<file path="config.mk">
export PLATFORM = sky130hd
export DESIGN_NAME = windowed_peak_to_peak_contact_detector_unit
export DESIGN_NICKNAME = d
export VERILOG_FILES = /design/src/sv/wppcd_pkg.sv /design/src/sv/wppcd_ctrl.sv /design/src/sv/wppcd_dp.sv /design/src/sv/windowed_peak_to_peak_contact_detector_unit.sv
export SDC_FILE = /design/constraint.sdc
export NUM_CORES = 2
export LEC_CHECK = 0
export ABC_AREA = 1
export BUFFER_PORTS_ARGS = -buffer_cell sky130_fd_sc_hd__buf_2
export CAP_MARGIN = 20
export CORE_MARGIN = 1.5
export CORE_UTILIZATION = 50
export CTS_CLUSTER_DIAMETER = 100
export DETAILED_ROUTE_END_ITERATION = 8
export GPL_ROUTABILITY_DRIVEN = 0
export PLACE_DENSITY = 0.65
export SYNTH_ARGS = -nofsm -noshare
export SYNTH_HDL_FRONTEND = slang
export SYNTH_SLANG_ARGS = --single-unit
</file>
<file path="constraint.sdc">
create_clock -name clk -period 3.5 [get_ports clk]
set_input_delay 0.35 -clock clk [delete_from_list [all_inputs] [get_ports clk]]
set_output_delay 0.35 -clock clk [all_outputs]
set_load 0.01 [all_outputs]
</file>
<file path="src/sv/wppcd_pkg.sv">
// Shared types and constants for the windowed peak-to-peak contact detector.
package wppcd_pkg;

	localparam int unsigned LEG_W    = 3;
	localparam int unsigned VAL_W    = 16;
	localparam int unsigned MASK_W   = 6;
	localparam int unsigned CFG_IW   = 1;
	// legs at or above this index have no enable bit
	localparam int unsigned MASK_LEGS = 6;

	typedef enum logic [CFG_IW-1:0] {
		CFG_THRESHOLD = 1'b0,
		CFG_LEG_MASK  = 1'b1
	} cfg_idx_t;

	typedef enum logic {
		OP_PUSH  = 1'b0,
		OP_CLEAR = 1'b1
	} op_t;

	typedef enum logic [4:0] {
		ST_IDLE   = 5'b00001,
		ST_DECIDE = 5'b00010,
		ST_SCAN   = 5'b00100,
		ST_DRAIN  = 5'b01000,
		ST_OUT    = 5'b10000
	} state_t;

	typedef struct packed {
		logic load;    // capture the input item
		logic decide;  // push / clear, start of window walk
		logic scan;    // issue one window read
		logic emit;    // load the result register
	} ctl_cmd_t;

	typedef struct packed {
		logic eval_go;    // item needs a min/max walk
		logic scan_last;  // current read is the last one of the window
		logic out_busy;   // result register holds an item not yet taken
	} dp_sts_t;

endpackage

</file>
<file path="src/sv/wppcd_ctrl.sv">
// Controller state machine: sequences capture, push, window walk and result load.
module wppcd_ctrl (
	input  logic                clk,
	input  logic                arst_n,
	input  logic                in_valid,
	output logic                in_stall,
	input  wppcd_pkg::dp_sts_t  sts,
	output wppcd_pkg::ctl_cmd_t cmd
);
	import wppcd_pkg::*;

	state_t state_q, state_d;

	always_ff @(posedge clk or negedge arst_n) begin
		if (!arst_n) begin
			state_q <= ST_IDLE;
		end else begin
			state_q <= state_d;
		end
	end

	always_comb begin
		state_d    = state_q;
		cmd        = '0;
		in_stall   = 1'b1;
		unique case (state_q)
			ST_IDLE: begin
				in_stall = 1'b0;
				if (in_valid) begin
					cmd.load = 1'b1;
					state_d  = ST_DECIDE;
				end
			end
			ST_DECIDE: begin
				cmd.decide = 1'b1;
				state_d    = sts.eval_go ? ST_SCAN : ST_OUT;
			end
			ST_SCAN: begin
				cmd.scan = 1'b1;
				if (sts.scan_last) begin
					state_d = ST_DRAIN;
				end
			end
			ST_DRAIN: begin
				// last read word folds into min/max here
				state_d = ST_OUT;
			end
			ST_OUT: begin
				if (!sts.out_busy) begin
					cmd.emit = 1'b1;
					state_d  = ST_IDLE;
				end
			end
			default: begin
				state_d = ST_IDLE;
			end
		endcase
	end

endmodule

</file>
<file path="src/sv/wppcd_dp.sv">
// Datapath: config registers, per-leg window memory and pointers, min/max walk, result register.
module wppcd_dp #(
	parameter int unsigned WINDOW_DEPTH = 16,
	parameter int unsigned LEG_COUNT    = 6,
	parameter int unsigned SAMPLE_BITS  = 16
) (
	input  logic                                clk,
	input  logic                                arst_n,
	input  logic                                cfg_we,
	input  logic [wppcd_pkg::CFG_IW-1:0]        cfg_index,
	input  logic [wppcd_pkg::VAL_W-1:0]         cfg_data,
	input  logic                                operation,
	input  logic [wppcd_pkg::LEG_W-1:0]         leg,
	input  logic [wppcd_pkg::VAL_W-1:0]         sample,
	input  logic                                out_stall,
	input  wppcd_pkg::ctl_cmd_t                 cmd,
	output wppcd_pkg::dp_sts_t                  sts,
	output logic                                out_valid,
	output logic [wppcd_pkg::LEG_W-1:0]         out_leg,
	output logic                                accepted,
	output logic                                contact,
	output logic [wppcd_pkg::VAL_W-1:0]         window_min,
	output logic [wppcd_pkg::VAL_W-1:0]         window_max,
	output logic                                evaluated
);
	import wppcd_pkg::*;

	// only legs that can be enabled keep state
	localparam int unsigned NS   = (LEG_COUNT < MASK_LEGS) ? LEG_COUNT : MASK_LEGS;
	localparam int unsigned LIW  = (NS > 1) ? $clog2(NS) : 1;
	localparam int unsigned SW   = (SAMPLE_BITS < VAL_W) ? SAMPLE_BITS : VAL_W;
	localparam int unsigned SLW  = (WINDOW_DEPTH > 1) ? $clog2(WINDOW_DEPTH) : 1;
	localparam int unsigned FW   = $clog2(WINDOW_DEPTH + 1);
	localparam int unsigned MD   = NS * WINDOW_DEPTH;
	localparam int unsigned AW   = (MD > 1) ? $clog2(MD) : 1;
	localparam logic [LEG_W:0]   NS_V   = (LEG_W + 1)'(NS);
	localparam logic [SLW-1:0]   SL_MAX = SLW'(WINDOW_DEPTH - 1);
	localparam logic [FW-1:0]    FL_MAX = FW'(WINDOW_DEPTH);
	localparam logic [AW-1:0]    WD_A   = AW'(WINDOW_DEPTH);

	logic [VAL_W-1:0]  thr_q;
	logic [MASK_W-1:0] mask_q;

	logic              op_q;
	logic [LEG_W-1:0]  leg_q;
	logic [SW-1:0]     smp_q;

	logic [SLW-1:0]    wp_q   [NS];
	logic [FW-1:0]     fill_q [NS];
	logic              latch_q[NS];

	logic [SW-1:0]     mem [MD];
	logic [SW-1:0]     rd_data_q;
	logic              rdv_q;
	logic              first_q;
	logic [SLW-1:0]    scan_idx_q;
	logic [SW-1:0]     min_q, max_q;
	logic              eval_q;
	logic              push_q;

	logic              in_rng;
	logic [LIW-1:0]    li;
	logic              enabled;
	logic              push_go;
	logic [AW-1:0]     base;
	logic [AW-1:0]     wr_addr;
	logic [AW-1:0]     rd_addr;
	logic [VAL_W-1:0]  span;
	logic              set_now;

	assign in_rng  = {1'b0, leg_q} < NS_V;
	assign li      = leg_q[LIW-1:0];
	assign enabled = in_rng && mask_q[leg_q];
	assign push_go = (op_t'(op_q) == OP_PUSH) && enabled;
	assign base    = AW'(li) * WD_A;
	assign wr_addr = base + AW'(wp_q[li]);
	assign rd_addr = base + AW'(scan_idx_q);
	assign span    = VAL_W'(max_q) - VAL_W'(min_q);
	assign set_now = eval_q && (span > thr_q);

	assign sts.eval_go   = push_go && !latch_q[li];
	assign sts.scan_last = (FW'(scan_idx_q) + FW'(1)) == fill_q[li];
	assign sts.out_busy  = out_valid && out_stall;

	always_ff @(posedge clk or negedge arst_n) begin
		if (!arst_n) begin
			thr_q  <= '0;
			mask_q <= MASK_W'(1);
		end else if (cfg_we) begin
			unique case (cfg_idx_t'(cfg_index))
				CFG_THRESHOLD: thr_q  <= cfg_data;
				CFG_LEG_MASK:  mask_q <= cfg_data[MASK_W-1:0];
				default: ;
			endcase
		end
	end

	always_ff @(posedge clk) begin
		if (cmd.load) begin
			op_q  <= operation;
			leg_q <= leg;
			smp_q <= sample[SW-1:0];
		end
	end

	always_ff @(posedge clk or negedge arst_n) begin
		if (!arst_n) begin
			for (int i = 0; i < NS; i++) begin
				wp_q[i]    <= '0;
				fill_q[i]  <= '0;
				latch_q[i] <= 1'b0;
			end
			eval_q <= 1'b0;
			push_q <= 1'b0;
		end else begin
			if (cmd.decide) begin
				eval_q <= sts.eval_go;
				push_q <= push_go;
				if (push_go) begin
					wp_q[li] <= (wp_q[li] == SL_MAX) ? '0 : wp_q[li] + SLW'(1);
					if (fill_q[li] != FL_MAX) begin
						fill_q[li] <= fill_q[li] + FW'(1);
					end
				end
				if (op_t'(op_q) == OP_CLEAR && in_rng) begin
					latch_q[li] <= 1'b0;
				end
			end
			if (cmd.emit && set_now && in_rng) begin
				latch_q[li] <= 1'b1;
			end
		end
	end

	// window memory: one write, one registered read
	always_ff @(posedge clk) begin
		if (cmd.decide && push_go) begin
			mem[wr_addr] <= smp_q;
		end
		if (cmd.scan) begin
			rd_data_q <= mem[rd_addr];
		end
	end

	always_ff @(posedge clk or negedge arst_n) begin
		if (!arst_n) begin
			rdv_q      <= 1'b0;
			first_q    <= 1'b0;
			scan_idx_q <= '0;
		end else begin
			rdv_q <= cmd.scan;
			if (cmd.decide) begin
				scan_idx_q <= '0;
				first_q    <= 1'b1;
			end else if (cmd.scan) begin
				scan_idx_q <= scan_idx_q + SLW'(1);
			end
			if (rdv_q) begin
				first_q <= 1'b0;
			end
		end
	end

	always_ff @(posedge clk) begin
		if (rdv_q) begin
			if (first_q) begin
				min_q <= rd_data_q;
				max_q <= rd_data_q;
			end else begin
				if (rd_data_q < min_q) min_q <= rd_data_q;
				if (rd_data_q > max_q) max_q <= rd_data_q;
			end
		end
	end

	// result register
	always_ff @(posedge clk or negedge arst_n) begin
		if (!arst_n) begin
			out_valid <= 1'b0;
		end else if (cmd.emit) begin
			out_valid <= 1'b1;
		end else if (!out_stall) begin
			out_valid <= 1'b0;
		end
	end

	always_ff @(posedge clk) begin
		if (cmd.emit) begin
			out_leg    <= leg_q;
			accepted   <= push_q;
			contact    <= in_rng && (latch_q[li] || set_now);
			window_min <= eval_q ? VAL_W'(min_q) : '0;
			window_max <= eval_q ? VAL_W'(max_q) : '0;
			evaluated  <= eval_q;
		end
	end

endmodule

</file>
<file path="src/sv/windowed_peak_to_peak_contact_detector_unit.sv">
// Windowed peak-to-peak contact detector: one result item per input item. A push
// item for an enabled leg writes the sample into that leg's ring window; if the
// leg's contact latch is clear the window is walked for min and max, and the latch
// sets when max - min exceeds the threshold. A clear item drops the latch of its leg.
// A push that evaluates walks the n samples in the window after the push (1 to
// WINDOW_DEPTH) one entry a cycle through the single read port of the window memory
// before its result is loaded; every other item skips the walk. The next item is
// accepted while a result still waits.
// Configuration writes take effect at the next edge; make them only while no item
// is in flight.
module windowed_peak_to_peak_contact_detector_unit #(
	parameter int unsigned WINDOW_DEPTH = 16,
	parameter int unsigned LEG_COUNT    = 6,
	parameter int unsigned SAMPLE_BITS  = 16
) (
	input  logic                         clk,
	input  logic                         arst_n,
	input  logic                         cfg_we,
	input  logic [wppcd_pkg::CFG_IW-1:0] cfg_index,
	input  logic [wppcd_pkg::VAL_W-1:0]  cfg_data,
	input  logic                         in_valid,
	output logic                         in_stall,
	input  logic                         operation,
	input  logic [wppcd_pkg::LEG_W-1:0]  leg,
	input  logic [wppcd_pkg::VAL_W-1:0]  sample,
	output logic                         out_valid,
	input  logic                         out_stall,
	output logic [wppcd_pkg::LEG_W-1:0]  out_leg,
	output logic                         accepted,
	output logic                         contact,
	output logic [wppcd_pkg::VAL_W-1:0]  window_min,
	output logic [wppcd_pkg::VAL_W-1:0]  window_max,
	output logic                         evaluated
);
	import wppcd_pkg::*;

	ctl_cmd_t cmd;
	dp_sts_t  sts;

	wppcd_ctrl u_ctrl (
		.clk      (clk),
		.arst_n   (arst_n),
		.in_valid (in_valid),
		.in_stall (in_stall),
		.sts      (sts),
		.cmd      (cmd)
	);

	wppcd_dp #(
		.WINDOW_DEPTH (WINDOW_DEPTH),
		.LEG_COUNT    (LEG_COUNT),
		.SAMPLE_BITS  (SAMPLE_BITS)
	) u_dp (
		.clk        (clk),
		.arst_n     (arst_n),
		.cfg_we     (cfg_we),
		.cfg_index  (cfg_index),
		.cfg_data   (cfg_data),
		.operation  (operation),
		.leg        (leg),
		.sample     (sample),
		.out_stall  (out_stall),
		.cmd        (cmd),
		.sts        (sts),
		.out_valid  (out_valid),
		.out_leg    (out_leg),
		.accepted   (accepted),
		.contact    (contact),
		.window_min (window_min),
		.window_max (window_max),
		.evaluated  (evaluated)
	);

`ifndef SYNTHESIS
	a_emit_only_when_free: assert property (@(posedge clk) disable iff (!arst_n)
		cmd.emit |-> !(out_valid && out_stall))
		else $error("result overwritten while stalled");

	a_eval_implies_push: assert property (@(posedge clk) disable iff (!arst_n)
		out_valid |-> (!evaluated || accepted))
		else $error("evaluated without push");

	a_min_le_max: assert property (@(posedge clk) disable iff (!arst_n)
		(out_valid && evaluated) |-> (window_min <= window_max))
		else $error("window min above max");

	a_accept_starts_item: assert property (@(posedge clk) disable iff (!arst_n)
		(in_valid && !in_stall) |=> cmd.decide)
		else $error("accepted item not processed");
`endif

endmodule

</file>
==> run metrics <==
Post-synth EDFFs=1642; CTS Buffer Depth=3; Die W=379 um; Fmax=0.300 GHz; post-synthesis xor/xnor area fraction=0.00246; gr ovfl total=0; fin cells=7868; worst skew pair latency=820 ps; Critical Path, Cell by Cell=buf_12, buf_4, o21ai_0, o22ai_1, o21ai_0, o21ai_0, nand2_1, nand2_1, nor2_1, nand2_1; Via density=5.84; first-pass GRT wire length=281000 um; Seq/Total Area, Yosys=0.731; Max VDD drop=0.000522 V; Syn Nets=5704; core area=0.140 mm2; CTS tree=done; syn avg cell area=12.6 um2; Post-CTS Setup Inserts=0; drt first pass iters=6; status=finished clean; CTS clock-pin slew for the worst setup and hold paths=60 ps; Area after DPL=0.0750 mm2; Layout Skew=29.8 ps; post-synth cell types=55; Synth Cell Area=0.0708 mm2; Post-DP HPWL=112000 um; # port buffers=81; Leak Pwr=28.7 nW; Setup violations, final=0; main combinational cell family by area after synthesis=compound AO/OA/AOI/OAI gates; Worst Hold Class=in2reg; WP data required=4030 ps; Post-Route WL=190000 um; initial antenna violation count=2; clk sinks=1738; largest net degree at the start of global routing=143; # IOs=82; min cycle time layout=3330 ps; #FFs+latches synth=1738; Layout area overhead=14.7%; Largest delay share family, worst path=compound AO/OA/AOI/OAI gates; CTS Buf Count=177; Synth Area in Compound Gates=0.110; startpoint types=flip-flop; drt wl/cell=24.1 um; CP Capture Type=flip-flop; Top FF cell, synth=edfxtp_1; fillers=11008; commonest non-fill, non-tap cell in the layout=edfxtp_1; H-tree Lvls=4; DRT iter0 DRCs=4902; total power=49.9 mW; final instance area=0.0812 mm2; share of layout cells above drive strength 1=0.122; crit path DAT=3870 ps; final cycle utilization of the critical path=0.952; CP max FO=44; Buf+Inv Stages, Crit Path=2; total die area=0.144 mm2; Slew Limit Fails=0; power density over the cells=615 mW/mm2; critical path's largest stage delay=630 ps; vias in the first global route=44265; yosys warns=0; simple-gate share of the synthesized area=0.106; GRT Total Usage=0.264; site row count=137; kind of critical path=reg2reg; most frequent cells in the layout=edfxtp_1, nor2_1, nand2_1; hold_ws=253 ps; Root Driver=clkbuf_16; mux share of post-synthesis cell area=0.00905; final hold violations=0; dpl cells=7504; area share of fa/ha/maj cells after synthesis=0.0120; Cells after Synth=5595; Slew HR=0.261; Layout Nets=5960; # DRC=0; antenna-violating nets left=0; Max Cap Violations=0; slowest CP cell=dfrtp_4; Least-Margin Pin Slew=1110 ps; vias=45983; Starting Density=0.505; Die H=379 um; Synth async-reset ratio=0.0552
==> worst paths after layout <==
kind                                    start                end  slack, ps  depth (start not counted)
max reg2reg                u_dp.scan_idx_q[0]  u_dp.rd_data_q[3]        170                         10
min in group asynchronous              arst_n     u_dp.thr_q[12]        510                          3
min                                sample[10]     u_dp.smp_q[10]        250                          2
min reg2reg                        u_dp.rdv_q       u_dp.first_q        420                          1
max                        u_dp.scan_idx_q[0]  u_dp.rd_data_q[3]        170                         10
max in group asynchronous              arst_n      u_dp.wp_q[18]       2140                          5
==> Yosys cell counts (20+ instances only) <==
cell type,n,share of area
nand3_1,98,0.0069
dfrtp_1,94,0.033
inv_1,161,0.0085
mux2i_1,64,0.0091
inv_2,22,0.0012
nor3_1,20,0.0014
ha_1,66,0.012
o21ai_0,737,0.052
clkbuf_1,214,0.011
buf_2,66,0.0047
a21oi_1,140,0.0099
o221ai_1,48,0.0059
nand2_1,773,0.041
buf_1,30,0.0016
o211ai_1,196,0.021
nor3_2,27,0.0038
edfxtp_1,1642,0.70
o21ai_1,20,0.0014
o22ai_1,175,0.015
nor2_1,861,0.046
==> cell type report <==
| type | instances | area [um2] | area share |
|---|---|---|---|
| clock buffer | 221 | 4690 | 0.0578 |
| clock inverter | 97 | 976 | 0.0120 |
| sequential | 1738 | 51700 | 0.637 |
| antenna | 2 | 5.00 | 0.0000617 |
| tap | 1876 | 2350 | 0.0289 |
| timing repair buffer | 410 | 3680 | 0.0453 |
| multi-input combinational | 3338 | 17000 | 0.210 |
| inverter | 186 | 724 | 0.00892 |
==> stage by stage <==
step	util	setup WS [ps]	TNS [ps]
after floorplan	-	70.3	0
after global placement	0.536	36.4	0
after detailed placement	0.536	81.7	0
after CTS	0.579	68.6	0
after global routing	0.580	-1.27	-1.27
final	0.580	167	0
==> worst register-to-register path: cells and delay by family, from the launching register on <==
family,cells,cell delay [ps]
AOI/OAI and AO/OA,4,980
buffers and inverters,2,560
DFF,1,630
and+or+nand+nor,4,900
==> timing repair <==
| action | in CTS | in global routing |
|---|---|---|
| resized for setup | 0 | 10 |
| hold buffers | 42 | 1 |
| setup endpoints to repair | 0 | 91 |
| hold endpoints to repair | 128 | 7 |
==> logic make-up after synthesis <==
kind of cell | after synthesis
and+or+nand+nor | 1836
DFF | 1738
AOI/OAI and AO/OA | 1352
buffers and inverters | 519
adders and majority gates | 67
muxes | 64
xor gates and xnor gates | 19
==> registers in the layout (all words and copies together), names as in the netlist, 3 cells and up <==
| register | cells |
|---|---|
| u_dp.leg_q | 3 |
| u_dp.rd_data_q | 16 |
| u_dp.scan_idx_q | 4 |
| u_dp.window_min | 16 |
| u_dp.thr_q | 16 |
| u_dp.mask_q | 6 |
| u_dp.smp_q | 16 |
| u_ctrl.state_q | 5 |
| u_dp.out_leg | 3 |
| u_dp.wp_q | 24 |
| u_dp.max_q | 16 |
| u_dp.window_max | 16 |
| u_dp.min_q | 16 |
| u_dp.mem | 1536 |
| u_dp.latch_q | 6 |
| u_dp.fill_q | 30 |
==> routing by layer <==
metal	wire, um	vias up	GRT usage
met5	0	-	0
met4	7220	0	0.108
met3	15000	355	0.0449
met2	91500	2002	0.428
met1	76100	22766	0.354
li1	-	20860	-
==> report_power, final <==
part | internal, mW | switching [mW]
logic | 1.90 | 5.44
clock network | 10.5 | 7.88
registers | 24.0 | 0.272
Power figures use the tool's default switching activity.
